### src/keyed_rotating_sbox_byte_cipher_core_assert.svh
// assertion macros for the keyed rotating s-box cipher core
// expects i_clk and i_rst_n in the scope that uses them
`ifndef KEYED_ROTATING_SBOX_BYTE_CIPHER_CORE_ASSERT_SVH
`define KEYED_ROTATING_SBOX_BYTE_CIPHER_CORE_ASSERT_SVH

// same-cycle implication
`define KRSC_ASSERT_IMPL(lbl, ante, cons, msg) \
    lbl: assert property (@(posedge i_clk) disable iff (!i_rst_n) (ante) |-> (cons)) \
        else $error(msg);

// next-cycle implication
`define KRSC_ASSERT_NEXT(lbl, ante, cons, msg) \
    lbl: assert property (@(posedge i_clk) disable iff (!i_rst_n) (ante) |=> (cons)) \
        else $error(msg);

`endif

### src/krsc_pkg.sv
// shared types and constants of the keyed rotating s-box cipher core
// no dependencies
`default_nettype none

package krsc_pkg;

    localparam int DATA_W        = 8;
    localparam int BOX_DEPTH     = 256;
    localparam int BOX_AW        = 8;
    localparam int KCNT_W        = 9;
    localparam int KEY_BYTES_DEF = 256;

    // request kind carried in tuser on the input side
    localparam logic ACT_KEY  = 1'b0;
    localparam logic ACT_DATA = 1'b1;

    // decrypt_mode register values
    localparam logic MODE_ENC = 1'b0;
    localparam logic MODE_DEC = 1'b1;

    typedef enum logic [2:0] {
        SCH_IDLE,
        SCH_INIT,
        SCH_RD_I,
        SCH_RD_J,
        SCH_WR_I,
        SCH_WR_J,
        SCH_INV_RD,
        SCH_INV_WR
    } t_sched_state;

    // access request to the forward and inverse box memories
    typedef struct packed {
        logic              fwd_re;
        logic [BOX_AW-1:0] fwd_raddr;
        logic              fwd_we;
        logic [BOX_AW-1:0] fwd_waddr;
        logic [DATA_W-1:0] fwd_wdata;
        logic              inv_re;
        logic [BOX_AW-1:0] inv_raddr;
        logic              inv_we;
        logic [BOX_AW-1:0] inv_waddr;
        logic [DATA_W-1:0] inv_wdata;
    } t_box_req;

endpackage

`default_nettype wire

### src/krsc_box_mem.sv
// forward and inverse s-box memories, one read and one write port each
// depends on krsc_pkg
`default_nettype none

module krsc_box_mem (
    input  wire logic                        i_clk,
    input  wire krsc_pkg::t_box_req          i_req,
    output logic [krsc_pkg::DATA_W-1:0]      o_fwd_rdata,
    output logic [krsc_pkg::DATA_W-1:0]      o_inv_rdata
);

    logic [krsc_pkg::DATA_W-1:0] r_fwd_mem [0:krsc_pkg::BOX_DEPTH-1];
    logic [krsc_pkg::DATA_W-1:0] r_inv_mem [0:krsc_pkg::BOX_DEPTH-1];

    always_ff @(posedge i_clk) begin
        if (i_req.fwd_we) begin
            r_fwd_mem[i_req.fwd_waddr] <= i_req.fwd_wdata;
        end
        if (i_req.fwd_re) begin
            o_fwd_rdata <= r_fwd_mem[i_req.fwd_raddr];
        end
    end

    always_ff @(posedge i_clk) begin
        if (i_req.inv_we) begin
            r_inv_mem[i_req.inv_waddr] <= i_req.inv_wdata;
        end
        if (i_req.inv_re) begin
            o_inv_rdata <= r_inv_mem[i_req.inv_raddr];
        end
    end

endmodule

`default_nettype wire

### config.mk
export PLATFORM = sky130hd
export DESIGN_NAME = krsc_box_mem
export DESIGN_NICKNAME = d
export VERILOG_FILES = /design/src/keyed_rotating_sbox_byte_cipher_core_assert.svh /design/src/krsc_pkg.sv /design/src/krsc_box_mem.sv
export SDC_FILE = /design/constraint.sdc
export NUM_CORES = 2
export LEC_CHECK = 0
export BUFFER_PORTS_ARGS = -buffer_cell sky130_fd_sc_hd__clkbuf_2
export CORE_UTILIZATION = 55
export CTS_BUF_LIST = sky130_fd_sc_hd__clkbuf_4
export CTS_CLUSTER_SIZE = 16
export DETAILED_ROUTE_END_ITERATION = 12
export HOLD_SLACK_MARGIN = 0.15
export PLACE_DENSITY_LB_ADDON = 0.2
export RECOVER_POWER = 100
export SYNTH_ARGS = -nofsm -noshare
export SYNTH_HDL_FRONTEND = slang
export SYNTH_SLANG_ARGS = --single-unit
### constraint.sdc
create_clock -name i_clk -period 3.7 [get_ports i_clk]
set_input_delay 1.11 -clock i_clk [delete_from_list [all_inputs] [get_ports i_clk]]
set_output_delay 1.11 -clock i_clk [all_outputs]
set_load 0.01 [all_outputs]
### Word level (Yosys, flattened, before mapping)

Memories as Yosys holds them, arrays and structs flattened. A register that Yosys moved wholly into a read port is not among the register bits.
Index checks and enable logic that the tools add are counted.
Widths: inputs -> output; s select.

* register bits after elaboration: 0
* output and inout bits: 16
* memories: 2
* bits of input ports: 53
* ROM bits: 0
* latch bits: 0
* logic and storage cells: 6
* RAM bits: 4096

Memory list
* r_fwd_mem: depth 256, width 8, read ports 1, clocked after memory_dff 1, wr ports 1, RTL line krsc_box_mem.sv:12 `logic [krsc_pkg::DATA_W-1:0] r_fwd_mem [0:krsc_pkg::BOX_DEPTH-1];`
* r_inv_mem: depth 256, width 8, read ports 1, clocked after memory_dff 1, wr ports 1, RTL line krsc_box_mem.sv:13 `logic [krsc_pkg::DATA_W-1:0] r_inv_mem [0:krsc_pkg::BOX_DEPTH-1];`

* order comparisons: 0
* shift-type cells: 0
* equal/unequal tests: 0
* multiplexer cells: 4
* $add $sub $neg: 0
* multiply operators: 0
* bitwise logic cells: 0
* reductions and logical operators: 0
* div/mod/pow operators: 0

Operators by type and width (count)
* $mux 1: 4

### Depth between registers and ports, before layout

* depth after elaboration: 2
* mapped depth: 12
* mapped depth without buffers: 7

### Worst setup path before layout

Ideal clock, no wire load.

* path kind: input -> register
* start: in i_req[13] (netlist bit)
* end: mem r_inv_mem[88][0] (netlist bit) (enable)
* data required time: 3.317 ns
* buffers on the path: 1
* arrival time: 2.908 ns
* path slack: 0.409 ns
* stages on the path: 5
* library setup time: 0.383 ns
* cells stage by stage: clkbuf_1 > nor2b_1 > nand3_1 > or3b_2 > nor3_1

RTL lines
* start: declaration: RTL line krsc_box_mem.sv:7 `input wire krsc_pkg::t_box_req i_req,`
* end: declaration: RTL line krsc_box_mem.sv:13

Straight into the memory's write port.

==> impl_metrics.yaml <==
global_routing:
  track_usage: 0.284
  grt_pass1_vias: 89400
  antenna_found_initial: 22
  grt_max_degree: 104
  grt_pass1_wl_um: 594000
  gr-total-overflow: 0
yosys:
  yosys_register_bits: 4112
  synth_top_area_frac: 0.772
  synth_adder_area_share: 0
  synth_nets: 7654
  synth-compound-area-share: 0.0368
  synth-async-reset-ratio: 0
  synth_edf_count: 4112
  yosys_warnings: 0
  synth_seq_area_share: 0.772
  synth_ff_type: "edfxtp_1"
  synth-simple-area-share: 0.0270
  syn_avg_cell_area_um2: 21.0
  synth_area_leaders: "edfxtp_1 77%, mux4_2 11%, mux2i_1 2.0%"
  netlist_area_um2: 160000
  synth_cell_types: 69
  synth_top_family_by_area: "multiplexers"
  yosysTopAreaCell: "edfxtp_1"
  syn_inst: 7601
  synth_mux_area_frac: 0.145
  yosys.area_share.xor_xnor: 0
placement:
  gp_congestion: 0.895
  dp_cells: 12400
  place_hpwl_um: 262000
  portBuffers: 68
  dp_worst_setup_slack_ns: -0.794
detailed_routing:
  drcViolationCount: 0
  detail_route.wl_per_cell_um: 29.0
  vias: 87500
  ant_nets: 0
  wl_met1_um: 164000
  top_layer: "met5"
  route.final.wire_length_um: 410000
  wl_met2_um: 189000
  drt_iter0_markers: 11100
  drtPass1Iterations: 6
  wl_met3_um: 47400
  detail_route.vias_per_cell: 6.18
timing:
  fin_ws_ns: -0.00643
  timing.hold.ws_ns: 0.362
  hold_viol: 0
  period_minus_slack_ns: 3.71
  rsz0062_at_grt: "no"
  relSlewSlack: -1.17
  slew_viol_final: 2315
  fmax_mhz: 270
  skew_ns: 0.129
  worst-slew-pin-transition_ns: 3.26
  finalSetupViolations: 1
  min_period_over_period: 1.00
status:
  outcome: "finished with violations"
  violations: "max-capacitance violations, max-slew violations, negative setup slack"
setup_path:
  slowest_delay_ns: 0.79
  cp.arrival_ns: 5.00
  criticalPathCategory: "in2reg"
  cp-end-kind: "flip-flop"
  required_ns: 4.99
  critPathLaunchType: "input pin"
  slowest_stage: "clkbuf_2"
  path_cells: "clkbuf_2, buf_12, buf_6, mux4_2, a22o_1, a221oi_1, o22ai_1, nor3_1, nor4_1"
  critPathMaxFanout: 30
die:
  core_area_um2: 289000
  fp.dieH_um: 541
  design.die.area_um2: 293000
  die_width_um: 541
  io-pin-count: 69
  fp-row-count: 197
  start_util: 0.554
worst_hold_path:
  hp-class: "in2reg"
cts:
  cts.sinks: 4112
  post_cts_resized: 0
  hold_buffers: 30
  cts_tree: "built"
  h-tree-depth: 7
  cts_setup_buffers: 0
  cts_buffers: 1102
  insertion_delay_ns: 1.62
  cts-root-buf: "clkbuf_4"
  clk_pin_slew_ns: 0.07
  clock_path_buffers: 5
cells_and_area:
  filler_cell_count: 20300
  nets: 9707
  fin_cells: 14200
  final_layout_size_suffix_gt1_frac: 0.302
  syn2layout_area_growth_pct: 14.6
power:
  power_per_cell_area_nw_per_um2: 510
  ir_drop_v: 0.000322
  leakage_nw: 59.6
  power.total_mw: 93.5
job:
  maxCapViolCount: 53
[state kept, by name, summed over array words and instances, names as in the netlist]
register     flops
r_fwd_mem     2048
r_inv_mem     2048
o_inv_rdata      8
o_fwd_rdata      8
[critical path: cells and delay by family]
family	cells	cell delay, ns
AO/OA/AOI/OAI	3	0.94
multiplexers	1	0.58
AND/OR/NAND/NOR	2	0.82
buffers and inverters	3	1.41
[synth_stat cells (6+ instances only)]
master	n
edfxtp_1	4112
nor2b_1	32
o21ai_0	77
o22a_1	11
a22oi_1	282
buf_1	21
a22o_1	53
a221oi_1	31
buf_2	110
buf_8	30
mux4_2	788
nor3_1	55
mux4_1	74
nor2_1	590
nand2b_1	30
or3_1	6
clkbuf_8	6
mux2i_1	317
mux2_2	24
buf_4	51
o211ai_1	17
or2_2	9
or4_1	7
nand2_1	148
o221ai_1	56
a21oi_1	139
buf_12	17
o22ai_1	76
nand3_1	48
and2_1	6
buf_6	52
a211oi_1	27
a31oi_1	15
nand4_1	14
nor4_1	21
clkbuf_1	161
[through the flow]
stage	util	instance area [um2]	setup TNS [ns]
finish	0.635	183000	-0.00643
global route	0.635	183000	0
CTS	0.646	186000	0
detailed placement	0.602	174000	-6.87
global placement	0.602	174000	-6.78
floorplan	-	160000	0
[kinds of logic (layout without fill, tap and decap cells)]
group	after synthesis	in the layout
DFF	4112	4112
muxes	1203	1203
and+or+nand+nor	995	995
AOI/OAI and AO/OA	832	832
buffers and inverters	459	3129
other	0	10
[routing by layer]
metal  up-vias  GRT usage
met3       626     0.0810
li1      36600          -
met1     45200      0.410
met5         -          0
met2      5094      0.420
met4        14     0.0931
[final timing paths]
path	from	endpoint	slack (ns)	cells past startpoint
setup reg to reg	r_fwd_mem[243][6]	o_fwd_rdata[6]	0.72	7
hold reg to reg	r_inv_mem[128][5]	o_inv_rdata[5]	1.14	6
hold / removal	i_req[15]	r_inv_mem[255][2]	0.36	4
setup / recovery	i_req[17]	o_inv_rdata[2]	-0.006	9
[final cells by class]
class                           count  area, um2  area share
Sequential cell                  4112     123000       0.673
Multi-Input combinational cell   3030      33400       0.182
Clock buffer                     1474      11100      0.0604
Timing Repair Buffer             1403       9140      0.0498
Tap cell                         3880       4850      0.0265
Clock inverter                    247       1330     0.00726
Antenna cell                       10       25.0    0.000136
Inverter                            5       18.8    0.000102
[power breakdown]
group | internal, mW | switching [mW]
registers | 51.4 | 0.0787
clock network | 19.3 | 17.5
logic | 1.97 | 3.26
total | 72.7 | 20.8
[cell usage in the layout, fill, tap and decap left out, types with 76 or more instances in the layout]
master | Yosys | final
a21oi_1 | 139 | 139
a22oi_1 | 282 | 282
buf_12 | 17 | 96
buf_4 | 51 | 523
clkbuf_1 | 161 | 667
clkbuf_2 | 0 | 77
clkbuf_4 | 5 | 1475
clkinv_1 | 0 | 183
edfxtp_1 | 4112 | 4112
mux2i_1 | 317 | 317
mux4_2 | 788 | 788
nand2_1 | 148 | 147
nor2_1 | 590 | 585
o21ai_0 | 77 | 77
o22ai_1 | 76 | 76
No activity file was read; power rests on OpenSTA's default activity.
