`src/keyed_rotating_sbox_byte_cipher_core_assert.svh`:
```
// assertion macros for the keyed rotating s-box cipher core
// expects i_clk and i_rst_n in the scope that uses them
`ifndef KEYED_ROTATING_SBOX_BYTE_CIPHER_CORE_ASSERT_SVH
`define KEYED_ROTATING_SBOX_BYTE_CIPHER_CORE_ASSERT_SVH

// same-cycle implication
`define KRSC_ASSERT_IMPL(lbl, ante, cons, msg) \
    lbl: assert property (@(posedge i_clk) disable iff (!i_rst_n) (ante) |-> (cons)) \
        else $error(msg);

// next-cycle implication
`define KRSC_ASSERT_NEXT(lbl, ante, cons, msg) \
    lbl: assert property (@(posedge i_clk) disable iff (!i_rst_n) (ante) |=> (cons)) \
        else $error(msg);

`endif

```
`src/krsc_pkg.sv`:
```
// shared types and constants of the keyed rotating s-box cipher core
// no dependencies
`default_nettype none

package krsc_pkg;

    localparam int DATA_W        = 8;
    localparam int BOX_DEPTH     = 256;
    localparam int BOX_AW        = 8;
    localparam int KCNT_W        = 9;
    localparam int KEY_BYTES_DEF = 256;

    // request kind carried in tuser on the input side
    localparam logic ACT_KEY  = 1'b0;
    localparam logic ACT_DATA = 1'b1;

    // decrypt_mode register values
    localparam logic MODE_ENC = 1'b0;
    localparam logic MODE_DEC = 1'b1;

    typedef enum logic [2:0] {
        SCH_IDLE,
        SCH_INIT,
        SCH_RD_I,
        SCH_RD_J,
        SCH_WR_I,
        SCH_WR_J,
        SCH_INV_RD,
        SCH_INV_WR
    } t_sched_state;

    // access request to the forward and inverse box memories
    typedef struct packed {
        logic              fwd_re;
        logic [BOX_AW-1:0] fwd_raddr;
        logic              fwd_we;
        logic [BOX_AW-1:0] fwd_waddr;
        logic [DATA_W-1:0] fwd_wdata;
        logic              inv_re;
        logic [BOX_AW-1:0] inv_raddr;
        logic              inv_we;
        logic [BOX_AW-1:0] inv_waddr;
        logic [DATA_W-1:0] inv_wdata;
    } t_box_req;

endpackage

`default_nettype wire

```
`src/krsc_sched.sv`:
```
// key schedule sequencer: identity fill, swap pass, inverse build
// depends on krsc_pkg
`default_nettype none

module krsc_sched #(
    parameter int KEY_BYTES = krsc_pkg::KEY_BYTES_DEF
) (
    input  wire logic                            i_clk,
    input  wire logic                            i_rst_n,
    input  wire logic                            i_start,
    input  wire logic                            i_hold,
    input  wire logic [krsc_pkg::KCNT_W-1:0]     i_key_count,
    input  wire logic [krsc_pkg::DATA_W-1:0]     i_key_rdata,
    input  wire logic [krsc_pkg::DATA_W-1:0]     i_fwd_rdata,
    output logic                                 o_key_re,
    output logic [((KEY_BYTES > 1) ? $clog2(KEY_BYTES) : 1)-1:0] o_key_raddr,
    output krsc_pkg::t_box_req                   o_req,
    output logic                                 o_busy,
    output logic                                 o_done
);

    localparam int KA_W = (KEY_BYTES > 1) ? $clog2(KEY_BYTES) : 1;
    localparam logic [krsc_pkg::BOX_AW-1:0] I_LAST = krsc_pkg::BOX_AW'(krsc_pkg::BOX_DEPTH - 1);

    krsc_pkg::t_sched_state r_state, n_state;
    logic [krsc_pkg::BOX_AW-1:0] r_i, n_i;
    logic [krsc_pkg::BOX_AW-1:0] r_j, n_j;
    logic [KA_W-1:0]             r_k, n_k;
    logic [krsc_pkg::DATA_W-1:0] r_si, n_si;
    logic [krsc_pkg::KCNT_W-1:0] w_len;
    logic [krsc_pkg::KCNT_W-1:0] w_k_inc;

    // an empty key acts as one byte long
    assign w_len   = (i_key_count == '0) ? krsc_pkg::KCNT_W'(1) : i_key_count;
    assign w_k_inc = krsc_pkg::KCNT_W'(r_k) + krsc_pkg::KCNT_W'(1);

    always_ff @(posedge i_clk) begin
        if (!i_rst_n) begin
            r_state <= krsc_pkg::SCH_IDLE;
        end else begin
            r_state <= n_state;
        end
    end

    always_ff @(posedge i_clk) begin
        r_i  <= n_i;
        r_j  <= n_j;
        r_k  <= n_k;
        r_si <= n_si;
    end

    always_comb begin
        n_state  = r_state;
        n_i      = r_i;
        n_j      = r_j;
        n_k      = r_k;
        n_si     = r_si;
        o_req    = '0;
        o_key_re = 1'b0;
        o_done   = 1'b0;
        case (r_state)
            krsc_pkg::SCH_IDLE: begin
                if (i_start) begin
                    n_state = krsc_pkg::SCH_INIT;
                    n_i     = '0;
                end
            end
            krsc_pkg::SCH_INIT: begin
                o_req.fwd_we    = 1'b1;
                o_req.fwd_waddr = r_i;
                o_req.fwd_wdata = r_i;
                // wait here while a data byte still holds the read register
                if (r_i == I_LAST) begin
                    if (!i_hold) begin
                        n_state = krsc_pkg::SCH_RD_I;
                        n_i     = '0;
                        n_j     = '0;
                        n_k     = '0;
                    end
                end else begin
                    n_i = r_i + krsc_pkg::BOX_AW'(1);
                end
            end
            krsc_pkg::SCH_RD_I: begin
                o_req.fwd_re    = 1'b1;
                o_req.fwd_raddr = r_i;
                o_key_re        = 1'b1;
                n_state         = krsc_pkg::SCH_RD_J;
            end
            krsc_pkg::SCH_RD_J: begin
                n_si            = i_fwd_rdata;
                n_j             = krsc_pkg::BOX_AW'(r_j + i_fwd_rdata + i_key_rdata);
                o_req.fwd_re    = 1'b1;
                o_req.fwd_raddr = n_j;
                n_state         = krsc_pkg::SCH_WR_I;
            end
            krsc_pkg::SCH_WR_I: begin
                o_req.fwd_we    = 1'b1;
                o_req.fwd_waddr = r_i;
                o_req.fwd_wdata = i_fwd_rdata;
                n_state         = krsc_pkg::SCH_WR_J;
            end
            krsc_pkg::SCH_WR_J: begin
                o_req.fwd_we    = 1'b1;
                o_req.fwd_waddr = r_j;
                o_req.fwd_wdata = r_si;
                n_i             = r_i + krsc_pkg::BOX_AW'(1);
                n_k             = (w_k_inc >= w_len) ? '0 : w_k_inc[KA_W-1:0];
                n_state         = (r_i == I_LAST) ? krsc_pkg::SCH_INV_RD : krsc_pkg::SCH_RD_I;
            end
            krsc_pkg::SCH_INV_RD: begin
                o_req.fwd_re    = 1'b1;
                o_req.fwd_raddr = r_i;
                n_state         = krsc_pkg::SCH_INV_WR;
            end
            krsc_pkg::SCH_INV_WR: begin
                o_req.inv_we    = 1'b1;
                o_req.inv_waddr = i_fwd_rdata;
                o_req.inv_wdata = r_i;
                n_i             = r_i + krsc_pkg::BOX_AW'(1);
                if (r_i == I_LAST) begin
                    n_state = krsc_pkg::SCH_IDLE;
                    o_done  = 1'b1;
                end else begin
                    n_state = krsc_pkg::SCH_INV_RD;
                end
            end
            default: begin
                n_state = krsc_pkg::SCH_IDLE;
            end
        endcase
    end

    assign o_key_raddr = r_k;
    assign o_busy      = (r_state != krsc_pkg::SCH_IDLE);

endmodule

`default_nettype wire

```
`config.mk`:
```
export PLATFORM = sky130hd
export DESIGN_NAME = krsc_sched
export DESIGN_NICKNAME = d
export VERILOG_FILES = /design/src/keyed_rotating_sbox_byte_cipher_core_assert.svh /design/src/krsc_pkg.sv /design/src/krsc_sched.sv
export SDC_FILE = /design/constraint.sdc
export NUM_CORES = 1
export LEC_CHECK = 0
export ABC_AREA = 1
export BUFFER_PORTS_ARGS = -buffer_cell sky130_fd_sc_hd__buf_2
export CAP_MARGIN = 30
export CORE_ASPECT_RATIO = 0.9
export CORE_UTILIZATION = 55
export CTS_CLUSTER_SIZE = 30
export DETAILED_ROUTE_END_ITERATION = 6
export GPL_TIMING_DRIVEN = 0
export PLACE_DENSITY = 0.85
export SETUP_SLACK_MARGIN = 0.4
export SLEW_MARGIN = 20
export SYNTH_ARGS = -nofsm -noshare
export SYNTH_HDL_FRONTEND = slang
export SYNTH_SLANG_ARGS = --single-unit
```
`constraint.sdc`:
```
create_clock -name i_clk -period 5.69 [get_ports i_clk]
set_input_delay 0.2845 -clock i_clk [delete_from_list [all_inputs] [get_ports i_clk]]
set_output_delay 0.2845 -clock i_clk [all_outputs]
set_load 0.01 [all_outputs]
```
=== Yosys cells after proc, flatten, opt, wreduce, memory -nomap -nowiden ===
Index checks and enable logic that the tools add are counted.
W data, S select, Z words.

* Add/subtract/negate cells: 4
* $lt $le $gt $ge: 1
* Eq/ne operators: 12
* Muxes and demuxes: 21
* Reduce and logical (&&, ||, !) cells: 12

{| class="wikitable"
|+ Operators by type and width
! kind !! count
|-
| $pmux W17 S3 || 1
|-
| $mux W8 || 5
|-
| $pmux W8 S2 || 2
|-
| $pmux W3 S8 || 1
|-
| $pmux W8 S3 || 1
|-
| $pmux W9 S2 || 1
|-
| $mux W17 || 1
|-
| $add A8 B8 Y8 || 2
|-
| $mux W3 || 5
|-
| $eq A3 B3 Y1 const B || 4
|-
| $reduce_and A3 Y1 || 4
|-
| $add A8 B1 Y9 const B || 1
|-
| $ge A9 B9 Y1 || 1
|-
| $logic_not A9 Y1 || 1
|-
| $mux W9 || 1
|-
| $add A8 B1 Y8 const B || 1
|-
| $eq A8 B8 Y1 const B || 1
|-
| $eq A3 B2 Y1 const B || 2
|-
| $ne A2 B2 Y1 const B || 3
|-
| $reduce_bool A3 Y1 || 2
|-
| $reduce_bool A2 Y1 || 2
|-
| $reduce_or A2 Y1 || 2
|-
| $eq A3 B1 Y1 const B || 1
|-
| $logic_not A3 Y1 || 1
|-
| 2 further kinds || 4
|}

* Register bits: 35
* Output and inout port bits: 63

=== Depth between registers and ports, before layout ===
Gate-level depths: netlist of run 1.

* Word-level depth: 5
* Depth in mapped cells: 13
* Mapped depth without buffers: 13

=== Least setup slack after synthesis of run 1 ===
No wires, ideal clock.

* Kind: register to output
* Start point: register r_j[1] (netlist name)
* End point: output o_req[48] (netlist name)
* Data arrival time: 1.953 ns
* Setup slack: 3.452 ns
* Stages on the path, launching flop included: 9
* Path buffers: 0
* Cells stage by stage: edfxtp_1 fa_1 ha_1 fa_1 nand3_1 nand3_1 nand2_1 nand2_1 o22ai_1

{| class="wikitable"
|+ RTL lines
! item !! RTL line !! RTL
|-
| start: declaration || krsc_sched.sv:27 || <nowiki>logic [krsc_pkg::BOX_AW-1:0] r_j, n_j;</nowiki>
|-
| start signal: assignment || krsc_sched.sv:47 || <nowiki>r_j <= n_j;</nowiki>
|-
| end: declaration || krsc_sched.sv:17 || <nowiki>output krsc_pkg::t_box_req o_req,</nowiki>
|}

==> out/qor.txt, run 1 <==
Placeable Area: 4950 µm²
P_sw: 0.277 mW
Diodes inserted: 0
commonest non-fill, non-tap cell in the layout: buf_2
Peak Freq: 360 MHz
Via density: 5.30
register bit total from synthesis: 35
drt drc: 0
post-DP HPWL: 5.96 mm
Synth Area per Inst: 7.92 µm²
FF-to-FF Start: o_key_raddr[0]
CP endpoint: o_req[48]
Hold WC Path Type: in -> reg
warnings from Yosys: 0
Root Driver: clkbuf_8
antenna violations before repair: 0
H-Tree Depth: 2
Int Pwr: 0.486 mW
CP Capture Type: output port
Cells after Synth: 367
ys async rst share: 0%
Reg2Reg Setup Slack: 3.21 ns
Hold Path Stages: 1
RSZ-0062 raised after global routing: no
CTS tree: yes
clk buf depth: 2
TritonCTS Buffers: 5
RR Endpoint: o_key_raddr[7]
commonest cells after routing, fill and taps aside: buf_2, nand2_1, nor2_1
Power Dens Cells: 217 nW/µm²
leakage: 1.82 nW
final setup fails: 0
mapped cell area: 2910 µm²
EDFF count, synth: 32
Startpoint Class: register
global-route usage over all layers: 27.8%
VDD IR max: 0.000149 V
crit-path max FO: 3
Reg2Reg Depth: 13
Final ANT Viol Nets: 0
Post-Route Utilization: 70.9%
Core Rows: 24
Worst Skew: 0.0125 ns
Fin. Hold Viols: 0
min Tclk post-route: 2.78 ns
# clock sinks: 35
WL per Instance: 13.7 µm
Post-CTS Setup Bufs: 0
vias in the first global route: 2499
# resized after CTS: 0
slew margin rel.: 47.2%
Clk pwr share: 23.3%
largest net degree at the start of global routing: 14
grt total ovfl: 0
outcome: finished, final reports clean
Clock Latency Late Sink: 0.30 ns
Initial Util: 58.7%
Via Count: 2807
CP required: 5.41 ns
crit path kind: reg -> out
Combinational Power Share: 33.1%
CP arrival: 2.49 ns
I/O pin cnt: 92
switching part of the total: 36.3%
first-pass GRT wire length: 11.8 mm
final WL: 7.26 mm
drt first pass iters: 5
Port-buffer cells: 82
layout cells sized above 1: 26.9%
chip height: 71.0 µm
crit path launch: r_j[1]
TNS Setup: 0 ns
hold_buf cts: 0
Period Utilization, post-route: 48.8%
die area: 5580 µm²
nets@finish: 518
Worst-Margin Slew: 0.792 ns
synth unique cells: 37
clock slew seen by the registers of the worst setup and hold paths: 0.08 ns
Seq pwr share: 43.6%
Main synth FF type: edfxtp_1
gp weighted congestion: 0.929
drt first-iter violations: 204
Seq/Total Area, Yosys: 35.1%
Slew Viols, Final: 0
Layout area overhead: 20.9%
Die X: 78.6 µm
max capacitance violation total: 0
## power groups by stage
stage	clock network (mW)	registers, mW	logic [mW]
after floorplan	0	0.333	0.169
after global placement	0	0.335	0.239
after detailed placement	0	0.337	0.248
after CTS	0.180	0.331	0.250
after global routing	0.192	0.336	0.281
final	0.178	0.332	0.253
## state kept, by name, indices dropped and copies added, names as in the netlist
signal,cells
o_key_raddr,8
r_i,8
r_j,8
r_si,8
r_state,3
## area by class of cell
class	count	area, µm²
Inverter	63	238
Buffer	14	118
Tap cell	65	81.3
Clock buffer	6	72.6
Multi-Input combinational cell	263	1560
Sequential cell	35	1020
Timing Repair Buffer	82	410
Fill cell	402	1440
Clock inverter	2	12.5
## layer usage
| metal | routed length, µm | share of wire, % | global-route usage, % |
|---|---|---|---|
| met5 | 0 | 0 | 0 |
| met4 | 94 | 1.3 | 8.64 |
| met3 | 690 | 9.5 | 5.29 |
| met2 | 3240 | 45 | 42.2 |
| met1 | 3230 | 45 | 40.2 |
## stage by stage
| stage | cell area, µm² | total power [mW] | hold slack [ns] | cells | setup slack (ns) |
|---|---|---|---|---|---|
| 2_1_floorplan | 2940 | 0.502 | 0.383 | 375 | 3.45 |
| 3_3_place_gp | 3430 | 0.575 | 0.514 | 522 | 3.24 |
| 3_5_place_dp | 3430 | 0.585 | 0.512 | 522 | 3.21 |
| 4_1_cts | 3510 | 0.760 | 0.207 | 530 | 2.94 |
| 5_1_grt | 3510 | 0.808 | 0.211 | 530 | 2.79 |
| 6_report | 3510 | 0.763 | 0.204 | 530 | 2.91 |
## critical path: stages, from the launching register on
cell      delay (ns)
edfxtp_1        0.42
fa_1            0.47
ha_1            0.25
fa_1            0.42
nand3_1         0.09
nand3_1         0.10
nand2_1         0.07
nand2_1         0.06
o22ai_1         0.16
buf_2           0.16
## Yosys cell counts, drive strengths merged (2+ instances only)
library cell  instances  area (µm²)
o22ai                 6        37.5
buf                  14         118
nor4                  2        12.5
nand2                86         355
o211ai               17         128
nor2                 61         241
o21ai                 6        30.0
ha                   17         213
edfxtp               32         961
a21oi                11        55.1
nand3                11        55.1
fa                    8         160
nand4                 8        65.1
xor2                  6        52.6
nor3                  4        36.3
dfxtp                 3        60.1
inv                  62         233
xnor2                 5        43.8
## worst min-delay path by stage
stage,slack [ns],startpoint,to
after global placement,0.51,i_fwd_rdata[6],r_si[6]
after global routing,0.21,i_fwd_rdata[6],r_si[6]
after CTS,0.21,i_fwd_rdata[6],r_si[6]
after detailed placement,0.51,i_fwd_rdata[6],r_si[6]
final,0.20,i_fwd_rdata[6],r_si[6]
after floorplan,0.38,i_fwd_rdata[0],r_si[0]
## logic make-up after synthesis
group	synth area share (%)
other	0.129
and+or+nand+nor	27.0
AOI/OAI and AO/OA	9.38
DFF	35.1
adders and majority gates	12.8
xor gates and xnor gates	3.31
buffers and inverters	12.2
No activity file was read; power rests on OpenSTA's default activity.
==> inputs of run 2 (changes only) <==
--- a/config.mk
+++ b/config.mk
@@ -9,11 +9,11 @@
 export BUFFER_PORTS_ARGS = -buffer_cell sky130_fd_sc_hd__buf_2
 export CAP_MARGIN = 30
 export CORE_ASPECT_RATIO = 0.9
-export CORE_UTILIZATION = 55
+export CORE_UTILIZATION = 52
 export CTS_CLUSTER_SIZE = 30
 export DETAILED_ROUTE_END_ITERATION = 6
 export GPL_TIMING_DRIVEN = 0
-export PLACE_DENSITY = 0.85
+export PLACE_DENSITY = 0.81
 export SETUP_SLACK_MARGIN = 0.4
 export SLEW_MARGIN = 20
 export SYNTH_ARGS = -nofsm -noshare
==> constraint.sdc (replaced) <==
create_clock -name i_clk -period 2.6 [get_ports i_clk]
set_input_delay 0.13 -clock i_clk [delete_from_list [all_inputs] [get_ports i_clk]]
set_output_delay 0.13 -clock i_clk [all_outputs]
set_load 0.01 [all_outputs]
==> out/qor.txt, run 2 (same netlist as run 1, synthesis figures left out) <==
outcome: finished, final reports clean
CTS tree: yes
CP required: 2.47 ns
TritonCTS Buffers: 5
leakage: 1.99 nW
grt total ovfl: 0
min Tclk post-route: 2.51 ns
Clock Latency Late Sink: 0.29 ns
Initial Util: 54.7%
largest net degree at the start of global routing: 14
Slew Viols, Final: 0
hold_buf cts: 0
Port-buffer cells: 82
Hold Path Stages: 1
final setup fails: 0
crit path kind: reg -> out
slew margin rel.: 66.5%
crit-path max FO: 4
Hold WC Path Type: in -> reg
Final ANT Viol Nets: 0
final WL: 9.05 mm
gp weighted congestion: 0.953
vias in the first global route: 2541
CP Capture Type: output port
CP arrival: 2.38 ns
nets@finish: 542
I/O pin cnt: 92
Power Dens Cells: 467 nW/µm²
H-Tree Depth: 2
Reg2Reg Depth: 12
die area: 5900 µm²
Startpoint Class: register
TNS Setup: 0 ns
FF-to-FF Start: o_key_raddr[0]
Placed Cells: 524
DP Area: 3430 µm²
Reg2Reg Setup Slack: 0.24 ns
fillers: 343
Hold Path End: r_si[3]
clock slew seen by the registers of the worst setup and hold paths: 0.08 ns
Multi-input gate area: 1860 µm²
Root Driver: clkbuf_8
hold path start: i_fwd_rdata[3]
clk buf depth: 2
Post-Layout Cell Count: 556
# clock sinks: 35
Fin. Hold Viols: 0
first-pass GRT wire length: 12.2 mm
RSZ-0062 raised after global routing: yes
Diodes inserted: 0
max capacitance violation total: 0
post-DP HPWL: 5.70 mm
layout cells sized above 1: 41.7%
VDD IR max: 0.000348 V
RR Endpoint: o_key_raddr[5]
antenna violations before repair: 0
global-route usage over all layers: 27.7%
commonest cells after routing, fill and taps aside: buf_2, nand2_1, inv_1
Worst Skew: 0.00895 ns
commonest non-fill, non-tap cell in the layout: buf_2
Core Rows: 25
Placeable Area: 5320 µm²
drt drc: 0
register area: 1020 µm²
WL per Instance: 16.3 µm
Via Count: 3094
Period Utilization, post-route: 96.6%
Worst-Margin Slew: 0.502 ns
drt first pass iters: 5
drt first-iter violations: 390
Peak Freq: 398 MHz
Via density: 5.56
Design Area, Final: 4010 µm²
Layout area overhead: 37.8%
chip height: 72.9 µm
Die X: 80.8 µm
[run 2: worst max-delay path by stage]
| stage | startpoint | to | cells after the start |
|---|---|---|---|
| after floorplan | o_key_raddr[0] | o_key_raddr[0] | 13 |
| after global placement | r_state[0] | r_j[6] | 4 |
| after detailed placement | r_state[0] | r_j[6] | 4 |
| after CTS | r_j[1] | o_req[48] | 9 |
| after global routing | r_j[5] | o_req[50] | 11 |
| final | r_j[5] | o_req[50] | 11 |
[run 2: worst max-delay path: stages, from the launching register on]
cell and delay [ns]:
edfxtp_1 0.45, fa_1 0.55, ha_4 0.32, nand2_2 0.05, inv_2 0.08, nand2_2 0.07, and2_4 0.15, nand2_1 0.07
nand2_1 0.07, nand3_2 0.09, nand2_1 0.06, buf_2 0.14
[run 2: metal layers]
layer	up-vias	global-route usage (%)	wire, µm
met4	0	7.74	265
met2	204	42.9	4130
met3	31	6.00	899
li1	1419	-	-
met1	1440	39.0	3750
met5	-	0	0
[run 2: area by class of cell]
class | count | share of cell area [%]
well taps | 67 | 2.09
multi-input cells | 263 | 46.5
flip-flops and latches | 35 | 25.5
clock buffers | 6 | 1.81
clock inverters | 2 | 0.312
inverters | 63 | 5.93
repair buffers | 106 | 14.9
plain buffers | 14 | 2.93
[run 2: per-stage QoR]
step / power (mW) / worst slack (ns) / utilization, % / hold slack, ns
floorplan: 1.10 / 0.430 / - / 0.229
global placement: 1.26 / 0.221 / 64.5 / 0.361
detailed placement: 1.28 / 0.180 / 64.5 / 0.363
CTS: 1.75 / 0.105 / 70.8 / 0.0559
global route: 1.96 / 0.0194 / 75.4 / 0.0617
finish: 1.87 / 0.0887 / 75.4 / 0.0561
[run 2: what timing repair did]
| item | CTS | global route |
|---|---|---|
| pin swaps | 20 | 24 |
| resized for setup | 30 | 36 |
| endpoints found under the setup margin | 24 | 42 |
| setup buffers | 13 | 11 |
[run 2: power breakdown]
group | total, mW | switching, mW | internal [mW] | leakage, nW
logic | 0.745 | 0.442 | 0.304 | 1.61
clock network | 0.396 | 0.208 | 0.188 | 0.0428
registers | 0.730 | 0.0578 | 0.672 | 0.332
